--- config.mk ---
export PLATFORM = sky130hd
export DESIGN_NAME = csmp_search
export DESIGN_NICKNAME = d
export VERILOG_FILES = /design/src/hw/rtl/csmp_pkg.sv /design/src/hw/rtl/csmp_search.sv
export SDC_FILE = /design/constraint.sdc
export NUM_CORES = 1
export LEC_CHECK = 0
export ABC_AREA = 1
export CORE_AREA = 2 2 242 244
export DETAILED_ROUTE_END_ITERATION = 8
export DIE_AREA = 0 0 244 246
export DONT_BUFFER_PORTS = 1
export GPL_ROUTABILITY_DRIVEN = 0
export HOLD_SLACK_MARGIN = 0.15
export PLACE_DENSITY = 0.43
export SLEW_MARGIN = 0
export SYNTH_ARGS = -nofsm -noshare
export SYNTH_HDL_FRONTEND = slang
export SYNTH_SLANG_ARGS = --single-unit
--- constraint.sdc ---
create_clock -name clock -period 9.8 [get_ports clock]
set_input_delay 0.49 -clock clock [delete_from_list [all_inputs] [get_ports clock]]
set_output_delay 0.49 -clock clock [all_outputs]
set_load 0.05 [all_outputs]
--- src/hw/rtl/csmp_pkg.sv ---
`timescale 1ns / 1ps

package csmp_pkg;

   localparam int CSMP_MAX_CATEGORIES = 256;
   localparam int CSMP_WEIGHT_BITS    = 16;
   localparam int CSMP_IN_BITS        = 16;
   localparam int CSMP_INDEX_BITS     = 8;

   typedef struct packed {
      logic [CSMP_IN_BITS-1:0] weight;
      logic [CSMP_IN_BITS-1:0] uniform;
      logic                    last;
   } csmp_req_type;

   typedef struct packed {
      logic [CSMP_INDEX_BITS-1:0] index;
      logic                       overflow;
   } csmp_rsp_type;

   typedef struct packed {
      logic go;
      logic overflow;
   } csmp_launch_type;

   typedef struct packed {
      logic busy;
      logic finish;
   } csmp_status_type;

   typedef enum logic [1:0] {
      ST_IDLE,
      ST_PREP,
      ST_SEARCH
   } csmp_state_type;

endpackage

--- src/hw/rtl/csmp_search.sv ---
`timescale 1ns / 1ps

module csmp_search
   import csmp_pkg::*;
#(
   parameter int MAX_CATEGORIES = CSMP_MAX_CATEGORIES,
   parameter int TW             = CSMP_WEIGHT_BITS + 8,
   localparam int AW            = $clog2(MAX_CATEGORIES),
   localparam int CW            = $clog2(MAX_CATEGORIES + 1)
) (
   input  logic                    clock,
   input  logic                    reset,
   input  csmp_launch_type         launch,
   input  logic [CSMP_IN_BITS-1:0] uniform,
   input  logic [TW-1:0]           total,
   input  logic [CW-1:0]           count,
   output logic                    rd_en,
   output logic [AW-1:0]           rd_addr,
   input  logic [TW-1:0]           rd_data,
   output csmp_status_type         status,
   output logic                    rsp_strobe,
   output csmp_rsp_type            rsp_data
);

   localparam int PW = TW + CSMP_IN_BITS;

   csmp_state_type            state_ff, state_in;
   logic [CSMP_IN_BITS-1:0]   uniform_ff, uniform_in;
   logic [PW-1:0]             target_ff, target_in;
   logic [AW-1:0]             cmp_idx_ff, cmp_idx_in;
   logic [AW-1:0]             last_idx_ff, last_idx_in;
   logic                      rsp_strobe_ff, rsp_strobe_in;
   csmp_rsp_type              rsp_data_ff, rsp_data_in;
   logic                      hit;
   logic [AW-1:0]             count_last;

   assign count_last = AW'(count - CW'(1));
   assign hit        = {rd_data, {CSMP_IN_BITS{1'b0}}} >= target_ff;

   always_comb begin
      state_in = state_ff;
      case (state_ff)
         ST_IDLE: begin
            if (launch.go) begin
               state_in = ST_PREP;
            end
         end
         ST_PREP: begin
            if (total == '0) begin
               state_in = ST_IDLE;
            end else begin
               state_in = ST_SEARCH;
            end
         end
         ST_SEARCH: begin
            if (hit || cmp_idx_ff == last_idx_ff) begin
               state_in = ST_IDLE;
            end
         end
         default: state_in = ST_IDLE;
      endcase
   end

   always_comb begin
      uniform_in    = uniform_ff;
      target_in     = target_ff;
      cmp_idx_in    = cmp_idx_ff;
      last_idx_in   = last_idx_ff;
      rsp_strobe_in = 1'b0;
      rsp_data_in   = rsp_data_ff;
      rd_en         = 1'b0;
      rd_addr       = '0;
      status.busy   = 1'b1;
      status.finish = 1'b0;
      case (state_ff)
         ST_IDLE: begin
            status.busy = 1'b0;
            if (launch.go) begin
               uniform_in = uniform;
            end
         end
         ST_PREP: begin
            target_in   = PW'(uniform_ff) * PW'(total);
            last_idx_in = count_last;
            cmp_idx_in  = '0;
            rd_en       = 1'b1;
            if (total == '0) begin
               status.finish        = 1'b1;
               rsp_strobe_in        = 1'b1;
               rsp_data_in.index    = CSMP_INDEX_BITS'(count_last);
               rsp_data_in.overflow = launch.overflow;
            end
         end
         ST_SEARCH: begin
            if (hit || cmp_idx_ff == last_idx_ff) begin
               status.finish        = 1'b1;
               rsp_strobe_in        = 1'b1;
               rsp_data_in.index    = CSMP_INDEX_BITS'(cmp_idx_ff);
               rsp_data_in.overflow = launch.overflow;
            end else begin
               cmp_idx_in = cmp_idx_ff + AW'(1);
               rd_en      = 1'b1;
               rd_addr    = cmp_idx_ff + AW'(1);
            end
         end
         default: status.busy = 1'b1;
      endcase
   end

   always_ff @(posedge clock) begin
      if (reset) begin
         state_ff      <= ST_IDLE;
         rsp_strobe_ff <= 1'b0;
      end else begin
         state_ff      <= state_in;
         rsp_strobe_ff <= rsp_strobe_in;
      end
   end

   always_ff @(posedge clock) begin
      uniform_ff  <= uniform_in;
      target_ff   <= target_in;
      cmp_idx_ff  <= cmp_idx_in;
      last_idx_ff <= last_idx_in;
      rsp_data_ff <= rsp_data_in;
   end

   assign rsp_strobe = rsp_strobe_ff;
   assign rsp_data   = rsp_data_ff;

   a_strobe_after_work: assert property (@(posedge clock) disable iff (reset)
      rsp_strobe_ff |-> $past(state_ff != ST_IDLE))
      else $error("Result strobe without a draw in progress.");

   a_strobe_idle: assert property (@(posedge clock) disable iff (reset)
      rsp_strobe_ff |-> state_ff == ST_IDLE)
      else $error("Result strobe while the search is still running.");

   a_go_when_idle: assert property (@(posedge clock) disable iff (reset)
      launch.go |-> state_ff == ST_IDLE)
      else $error("Draw launched while busy.");

   a_index_in_set: assert property (@(posedge clock) disable iff (reset)
      state_ff == ST_SEARCH |-> cmp_idx_ff <= last_idx_ff)
      else $error("Search walked past the last stored entry.");

endmodule

Word-level counts from Yosys, hierarchy flattened

Index checks and enable logic that the tools add are counted.

Register bits after elaboration: 84
Input port bits: 77

$add $sub $neg: 2
Multipliers: 1
Magnitude comparators: 1
Eq/ne operators: 7
Muxes and demuxes: 17
Reduce and logical (&&, ||, !) cells: 8

Operator list:

| kind                                             | count |
|---|---|
| >= comparator 40 bit                             | 1 |
| multiplier 16 x 24 -> 40 bit                     | 1 |
| logical NOT 24 bit                               | 1 |
| two-way mux 8 bit                                | 3 |
| two-way mux 9 bit                                | 2 |
| one-hot mux 9 bit (2 select lines)               | 1 |
| one-hot mux 8 bit (2 select lines)               | 1 |
| adder 8 x 1 -> 8 bit, second input constant      | 1 |
| == test 8 bit                                    | 1 |
| != test 2 bit, second input constant             | 4 |
| subtractor 8 x 1 -> 8 bit, second input constant | 1 |
| two-way mux 2 bit                                | 3 |
| one-hot mux 2 bit (3 select lines)               | 1 |
| AND reduction 2 bit                              | 3 |
| two-way mux 1 bit                                | 4 |
| one-hot mux 1 bit (2 select lines)               | 2 |
| AND reduction 3 bit                              | 1 |
| == test 2 x 1 -> 1 bit, second input constant    | 1 |
| == test 2 bit, second input constant             | 1 |
| logical NOT 2 bit                                | 1 |
| nonzero test 2 bit                               | 1 |
| logical OR 1 bit                                 | 1 |

Logic depth before layout (Yosys ltp)

Gate-level depths: netlist of the first run.

Depth in word-level cells: 4
Gate-level depth with buffers: 28

Least setup slack after synthesis of the first run

Ideal clock, no wire load.

Path kind: in2reg
Start point: input total[14]
End point: register target_ff[36] (data pin)
Arrival: 5491 ps
Required time: 9548 ps
Path slack: 4057 ps
Stages: 25
Path buffers: 2
Cells stage by stage: clkbuf_1 -> clkbuf_1 -> nand2_1 -> fa_1 -> inv_1 -> fa_1 -> inv_1 -> fa_1 -> inv_1 -> fa_1 -> fa_1 -> inv_1 -> fa_1 -> inv_1 -> ha_1 -> a21oi_1 -> o21ai_0 -> a21oi_1 -> o21ai_4 -> nand2_2 -> nand2_2 -> nand2_1 -> nand2_1 -> nand2_1 -> nand2_1

Cells in the longest elaborated chain, start to end: 1

RTL lines:

| what                         | line               | source |
|---|---|---|
| from (decl)                  | csmp_search.sv:15  | `input logic [TW-1:0] total,` |
| multiplier 16 x 24 -> 40 bit | csmp_search.sv:83  | `target_in = PW'(uniform_ff) * PW'(total);` |
| to (signal assigned)         | csmp_search.sv:122 | `target_ff <= target_in;` |
| to (decl)                    | csmp_search.sv:29  | `logic [PW-1:0] target_ff, target_in;` |

Every way passes these cells.
A chain may end at the register's enable or synchronous reset.

Worst setup path in the final report of the first run

Start point: register uniform_ff[8]
End point: register target_ff[28] (data pin)

Cells in the longest elaborated chain, start to end: 1

RTL lines:

| what                         | line               | source |
|---|---|---|
| from (decl)                  | csmp_search.sv:28  | `logic [CSMP_IN_BITS-1:0] uniform_ff, uniform_in;` |
| from (signal assigned)       | csmp_search.sv:121 | `uniform_ff <= uniform_in;` |
| multiplier 16 x 24 -> 40 bit | csmp_search.sv:83  |  |

Every way passes these cells.

==> results of run 1 <==
-- per-layer routing --
metal	up-vias	GRT usage	wire, um
met1	6456	0.210	20600
met2	204	0.286	22700
met4	0	0.0337	557
met3	37	0.0233	1730
met5	-	0	0
li1	6083	-	-
-- synthesized netlist by cell type (all sizes together), types with 3 or more instances --
cell    instances  share of area
nand2         602           0.13
o21ai          34          0.011
xor2           25          0.013
nor2           85          0.019
fa            306           0.36
edfxtp         81           0.14
nor3           18         0.0056
nor4            7         0.0026
clkbuf         82          0.018
a21o            8         0.0035
xnor2          13         0.0067
nand4           7         0.0026
inv           637           0.14
ha            141           0.10
nand3          30         0.0095
dfxtp           3         0.0035
o21a            5         0.0022
a21oi          59          0.019
-- worst paths after layout --
| path | from | to | slack (ns) | cells past startpoint |
|---|---|---|---|---|
| max reg2reg | uniform_ff[8] | target_ff[28] | 3.45 | 23 |
| min | uniform[1] | uniform_ff[1] | 0.19 | 0 |
| max | uniform_ff[8] | target_ff[28] | 3.45 | 23 |
| min reg2reg | state_ff[0] | state_ff[0] | 0.50 | 2 |
-- placed cells by master (no fill, tap or decap), drive strengths merged --
cell | synthesis | routed
ha | 141 | 141
buf | 2 | 15
xnor2 | 13 | 13
fa | 306 | 306
a21oi | 59 | 59
and2 | 1 | 1
o311ai | 1 | 1
clkinv | 0 | 3
inv | 637 | 641
or3 | 1 | 1
o211ai | 2 | 2
and3 | 2 | 2
nand3 | 30 | 30
dlygate4sd3 | 0 | 1
o21bai | 2 | 2
clkbuf | 82 | 9
edfxtp | 81 | 81
nand2 | 602 | 602
xor2 | 25 | 25
nor2 | 85 | 85
o21ai | 34 | 34
o21a | 5 | 5
a31oi | 1 | 1
a21boi | 1 | 1
a21o | 8 | 8
nor4 | 7 | 7
nand4 | 7 | 7
or2 | 1 | 1
dfxtp | 3 | 3
nor3 | 18 | 18
-- per-stage QoR --
step / setup slack, ns / area, um^2 / cells / hold WS [ns]
final: 3.45 / 18100 / 2870 / 0.194
after global routing: 3.04 / 18100 / 2870 / 0.177
after CTS: 3.43 / 18100 / 2870 / 0.171
after detailed placement: 3.46 / 17800 / 2853 / 0.482
after global placement: 3.48 / 17800 / 2853 / 0.469
after floorplan: 4.06 / 17100 / 2157 / 0.450
-- registers in the layout (all words and copies together), names as in the netlist --
| name | cells |
|---|---|
| rsp_strobe | 1 |
| rsp_data | 9 |
| cmp_idx_ff | 8 |
| target_ff | 40 |
| last_idx_ff | 8 |
| uniform_ff | 16 |
| state_ff | 2 |
-- worst reg2reg max path, delay by kind of cell, from the launching register on --
kind,cells,cell delay (ns)
compound gates,4,0.70
fa+ha+maj,7,3.35
buf+inv,5,0.27
flops,1,1.14
simple gates,7,0.62
-- cell type report --
cell class / count / area (um^2) / area share
multi-input cells: 1352 / 11900 / 0.656
flip-flops and latches: 84 / 2490 / 0.137
inverters: 637 / 2390 / 0.132
well taps: 765 / 957 / 0.0528
clock buffers: 9 / 225 / 0.0124
repair buffers: 16 / 123 / 0.00676
clock inverters: 7 / 58.8 / 0.00324
-- kinds of logic (layout without fill, tap and decap cells) --
logic type	count (synthesis)	count (layout)	share of synthesized area
flops	84	84	0.146
simple gates	754	754	0.175
xor+xnor	38	38	0.0195
compound gates	113	113	0.0389
buf+inv	721	669	0.159
fa+ha+maj	447	447	0.462
==> impl_results.md, run 1 <==
* Fmax at 158 MHz
* Routed vias/inst at 4.45
* Clk slew on worst S/H paths at 0.08 ns
* Peak fanout along the critical path at 24
* Mean post-synth cell area at 7.92 um^2
* Layout area overhead at 6.16%
* CORE AREA at 0.0574 mm^2
* Worst Path Required at 9.90 ns
* Clk buf depth at 2
* N_diodes at 0
* Die ar. at 0.0600 mm^2
* RSZ-0062 raised after global routing: no
* IO Port Bufs at 0
* Fin crit period at 6.35 ns
* Final period util at 0.647
* Clock sink count at 84
* Fin util at 0.316
* CTS tree: built
* Routed vias at 12800
* CTS resizes at 0
* All-Layer GR Usage at 0.162
* Fin. max-slew vios at 0
* Worst-path cell chain: nand2_1, fa_1, inv_1, fa_1, inv_1, fa_1, inv_1, fa_1, fa_1, inv_1, fa_1, inv_1, ha_1, a21oi_1, o21ai_0, a21oi_1, o21ai_4, nand2_2, nand2_2, nand2_1, nand2_1, nand2_1, nand2_1
* Synthesized area at 0.0171 mm^2
* Top FF cell, synth: edfxtp_1
* H-tree depth at 3
* Ys Warns at 0
* Clk root buf: clkbuf_16
* Dpl hpwl at 37.0 mm
* Total negative slack at 0 ns
* HP Class: in2reg
* Status: completed
* Slew headroom at 0.177
* Drc violations at 0
* DR pass1 iterations at 5
* Syn Nets at 2681
* FILL cells at 6099
* Die height at 246 um
* Total gr overflow at 0
* Nets@finish at 2624
* Netlist cell types at 40
* Largest stage delay on the critical path at 1.14 ns
* Ratio of cells with drive above 1 in the final layout at 0.0328
* CP bufs+invs at 5
* Rows at 88
* Wirelength, routed at 45.6 mm
* Worst Setup Start Kind: flip-flop
* Worst Path Arrival at 6.44 ns
* Setup Fix Bufs, Post-CTS at 0
* DR WL/cell at 15.9 um
* Total CTS buffers at 9
* Post-synthesis sequential area ratio at 0.146
* Starting Density at 0.298
* Clock skew at 0.0178 ns
* Hold Violations, Final at 0
* Starting DRT DRC Count at 637
* Async set-or-reset flop fraction in the synthesized netlist at 0
* I/O pins at 98
* Largest net degree at the start of global routing at 53
* CP max-delay cell: edfxtp_1
* Die width at 244 um
* Total of max-cap violations at 0
* Initial antenna violation count at 0
* Setup violations, final at 0
* Critical path class: reg2reg
* Hold buffers post-CTS at 1
* First-pass GRT wire length at 76.3 mm
* Worst slew pin tran at 1.23 ns
* Cell family with most CP delay: adder cells
* Number of synthesized flops with an enable pin at 81
* Vias in the first global route at 14100
* Post-DRT Antenna Nets at 0
* Most frequent CP cell: fa_1
* Seq cells post-synth at 84
* Worst setup EP type: flip-flop
* Worst-Skew Late Latency at 0.38 ns
* Syn Inst Count at 2157
Power of run 1 is not shown: default switching activity piles up to over one toggle a cycle in this logic, so the estimate is an artifact.
==> run 2, diff against run 1 <==
- PLACE_DENSITY: 0.43 -> 0.45
- clock period: 9.8 -> 5.6 ns (I/O delays scaled with it)
==> run 2 against run 1 <==
Effect of this change: critical path depth down 1; cell area up 9.9%; clock skew grew 0.0020 ns; critical path type unchanged.
==> impl_results.md, run 2 (synthesis gave the netlist of run 1 again) <==
* Hold endpoint: target_ff[1] (was uniform_ff[1])
* Rows at 88 (unchanged)
* Initial antenna violation count at 0 (unchanged)
* Max reg flops at 40 (unchanged)
* Most frequent CP cell: fa_1 (unchanged)
* Hold Violations, Final at 0 (unchanged)
* Worst Path Arrival at 5.63 ns (was 6.44 ns)
* Clock skew at 0.0198 ns (was 0.0178 ns)
* Worst-Skew Late Latency at 0.39 ns (was 0.38 ns)
* CTS tree: built (unchanged)
* Die width at 244 um (unchanged)
* First-pass GRT wire length at 76.4 mm (was 76.3 mm)
* Wirelength, routed at 46.8 mm (was 45.6 mm)
* Total CTS buffers at 9 (unchanged)
* Post-DRT Antenna Nets at 0 (unchanged)
* Hold wc startpoint: total[1] (was uniform[1])
* R2R setup slack at 0.11 ns (was 3.45 ns)
* Nets@finish at 2734 (was 2624)
* Dpl hpwl at 38.1 mm (was 37.0 mm)
* DR WL/cell at 15.7 um (was 15.9 um)
* DR pass1 iterations at 5 (unchanged)
* RSZ-0062 raised after global routing: yes (was no)
* Worst slew pin tran at 1.07 ns (was 1.23 ns)
* Vias in the first global route at 14300 (was 14100)
* Clk buf depth at 2 (unchanged)
* H-tree depth at 3 (unchanged)
* Total gr overflow at 0 (unchanged)
* Peak fanout along the critical path at 9 (was 24)
* Status: completed (unchanged)
* Fmax at 182 MHz (was 158 MHz)
* Hold path depth at 3 (was 0)
* Fin crit period at 5.49 ns (was 6.35 ns)
* Ratio of cells with drive above 1 in the final layout at 0.126 (was 0.0328)
* Largest net degree at the start of global routing at 33 (was 53)
* Critical R2R Capture: target_ff[36] (was target_ff[28])
* CORE AREA at 0.0574 mm^2 (unchanged)
* Worst setup EP type: flip-flop (unchanged)
* Routed vias/inst at 4.40 (was 4.45)
* Clock sink count at 84 (unchanged)
* Total of max-cap violations at 0 (unchanged)
* CP bufs+invs at 5 (unchanged)
* Largest stage delay on the critical path at 0.55 ns (was 1.14 ns)
* Final period util at 0.981 (was 0.647)
* Clk root buf: clkbuf_16 (unchanged)
* Cell family with most CP delay: adder cells (unchanged)
* Most frequent cells in the layout: inv_1 (619), nand2_1 (574), fa_1 (300) (was inv_1 (623), nand2_1 (594), fa_1 (306))
* Largest Register: target_ff (unchanged)
* Die height at 246 um (unchanged)
* Clk slew on worst S/H paths at 0.09 ns (was 0.08 ns)
* Commonest non-fill, non-tap cell in the layout: inv_1 (unchanged)
* Die ar. at 0.0600 mm^2 (unchanged)
* Critical path class: reg2reg (unchanged)
* Slew headroom at 0.288 (was 0.177)
* Worst Setup Start Kind: flip-flop (unchanged)
* Worst-path cell chain: buf_4, clkbuf_16, nand2_1, inv_1, fa_1, inv_1, fa_1, fa_1, fa_1, inv_1, fa_2, fa_1, ha_4, nand2_2, nor2_4, nand2_2, o21ai_4, nand2_2, nand2_4, nand2_1, nand3_1, nand2_2 (was nand2_1, fa_1, inv_1, fa_1, inv_1, fa_1, inv_1, fa_1, fa_1, inv_1, fa_1, inv_1, ha_1, a21oi_1, o21ai_0, a21oi_1, o21ai_4, nand2_2, nand2_2, nand2_1, nand2_1, nand2_1, nand2_1)
* Reg2reg start: uniform_ff[4] (was uniform_ff[8])
* Routed vias at 13100 (was 12800)
* Fin. max-slew vios at 0 (unchanged)
* HP Class: in2reg (unchanged)
* N_diodes at 0 (unchanged)
* All-Layer GR Usage at 0.163 (was 0.162)
* CP max-delay cell: fa_1 (was edfxtp_1)
* Worst Path Required at 5.74 ns (was 9.90 ns)
* I/O pins at 98 (unchanged)
* R2r worst-path depth at 22 (was 23)
* Starting Density at 0.298 (unchanged)
* Setup violations, final at 0 (unchanged)
* Drc violations at 0 (unchanged)
* Starting DRT DRC Count at 622 (was 637)
* Layout area overhead at 16.7% (was 6.16%)
* IO Port Bufs at 0 (unchanged)
* Fin util at 0.348 (was 0.316)
## run 2: stage by stage
step / cells / instance area (um^2) / setup TNS, ns / hold WS [ns] / setup slack [ns]
finish: 2980 / 19900 / 0 / 0.194 / 0.107
global route: 2980 / 19900 / -1.73 / 0.193 / -0.151
CTS: 2973 / 19200 / 0 / 0.162 / 0.000985
detailed placement: 2930 / 18600 / -0.209 / 0.355 / -0.0706
global placement: 2930 / 18600 / -0.0666 / 0.351 / -0.0374
floorplan: 2157 / 17100 / 0 / 0.349 / 0.0670
## run 2: worst max path at each step
stage,to,cells after the start,start
global route,target_ff[37],23,uniform_ff[4]
floorplan,target_ff[36],25,total[14]
CTS,target_ff[37],23,uniform_ff[1]
global placement,target_ff[35],23,uniform_ff[1]
finish,target_ff[36],22,uniform_ff[4]
detailed placement,target_ff[35],23,uniform_ff[1]
## run 2: cell type report
type,count,area (um^2)
sequential,84,2490
timing repair buffer,126,1210
fill,6001,37400
inverter,637,2390
multi-input combinational,1352,12600
clock inverter,7,73.8
tap,765,957
clock buffer,9,225
## run 2: per-layer routing
layer  track usage  wire [um]  vias to the layer above
met5             0          0                        -
met4        0.0389        676                        0
met3        0.0210       1560                       37
met2         0.282      22900                      197
met1         0.216      21700                     6583
li1              -          -                     6303
## run 2: worst reg2reg max path: stages, from the launching register on
cell	delay (ns)
edfxtp_1	0.39
buf_4	0.17
clkbuf_16	0.17
nand2_1	0.07
inv_1	0.05
fa_1	0.54
inv_1	0.05
fa_1	0.46
fa_1	0.51
fa_1	0.55
inv_1	0.05
fa_2	0.52
fa_1	0.45
ha_4	0.33
nand2_2	0.10
nor2_4	0.12
nand2_2	0.07
o21ai_4	0.23
nand2_2	0.10
nand2_4	0.10
nand2_1	0.07
nand3_1	0.09
nand2_2	0.07
## run 2: repair_timing
item | in CTS | in global routing
setup buffers | 1 | 6
endpoints found under the hold margin | 29 | 0
pin swaps | 2 | 35
endpoints found under the setup margin | 13 | 26
hold buffers | 26 | 0
gates resized for setup | 18 | 138
cloned | 0 | 1
Power of run 2 is left out for the same reason.
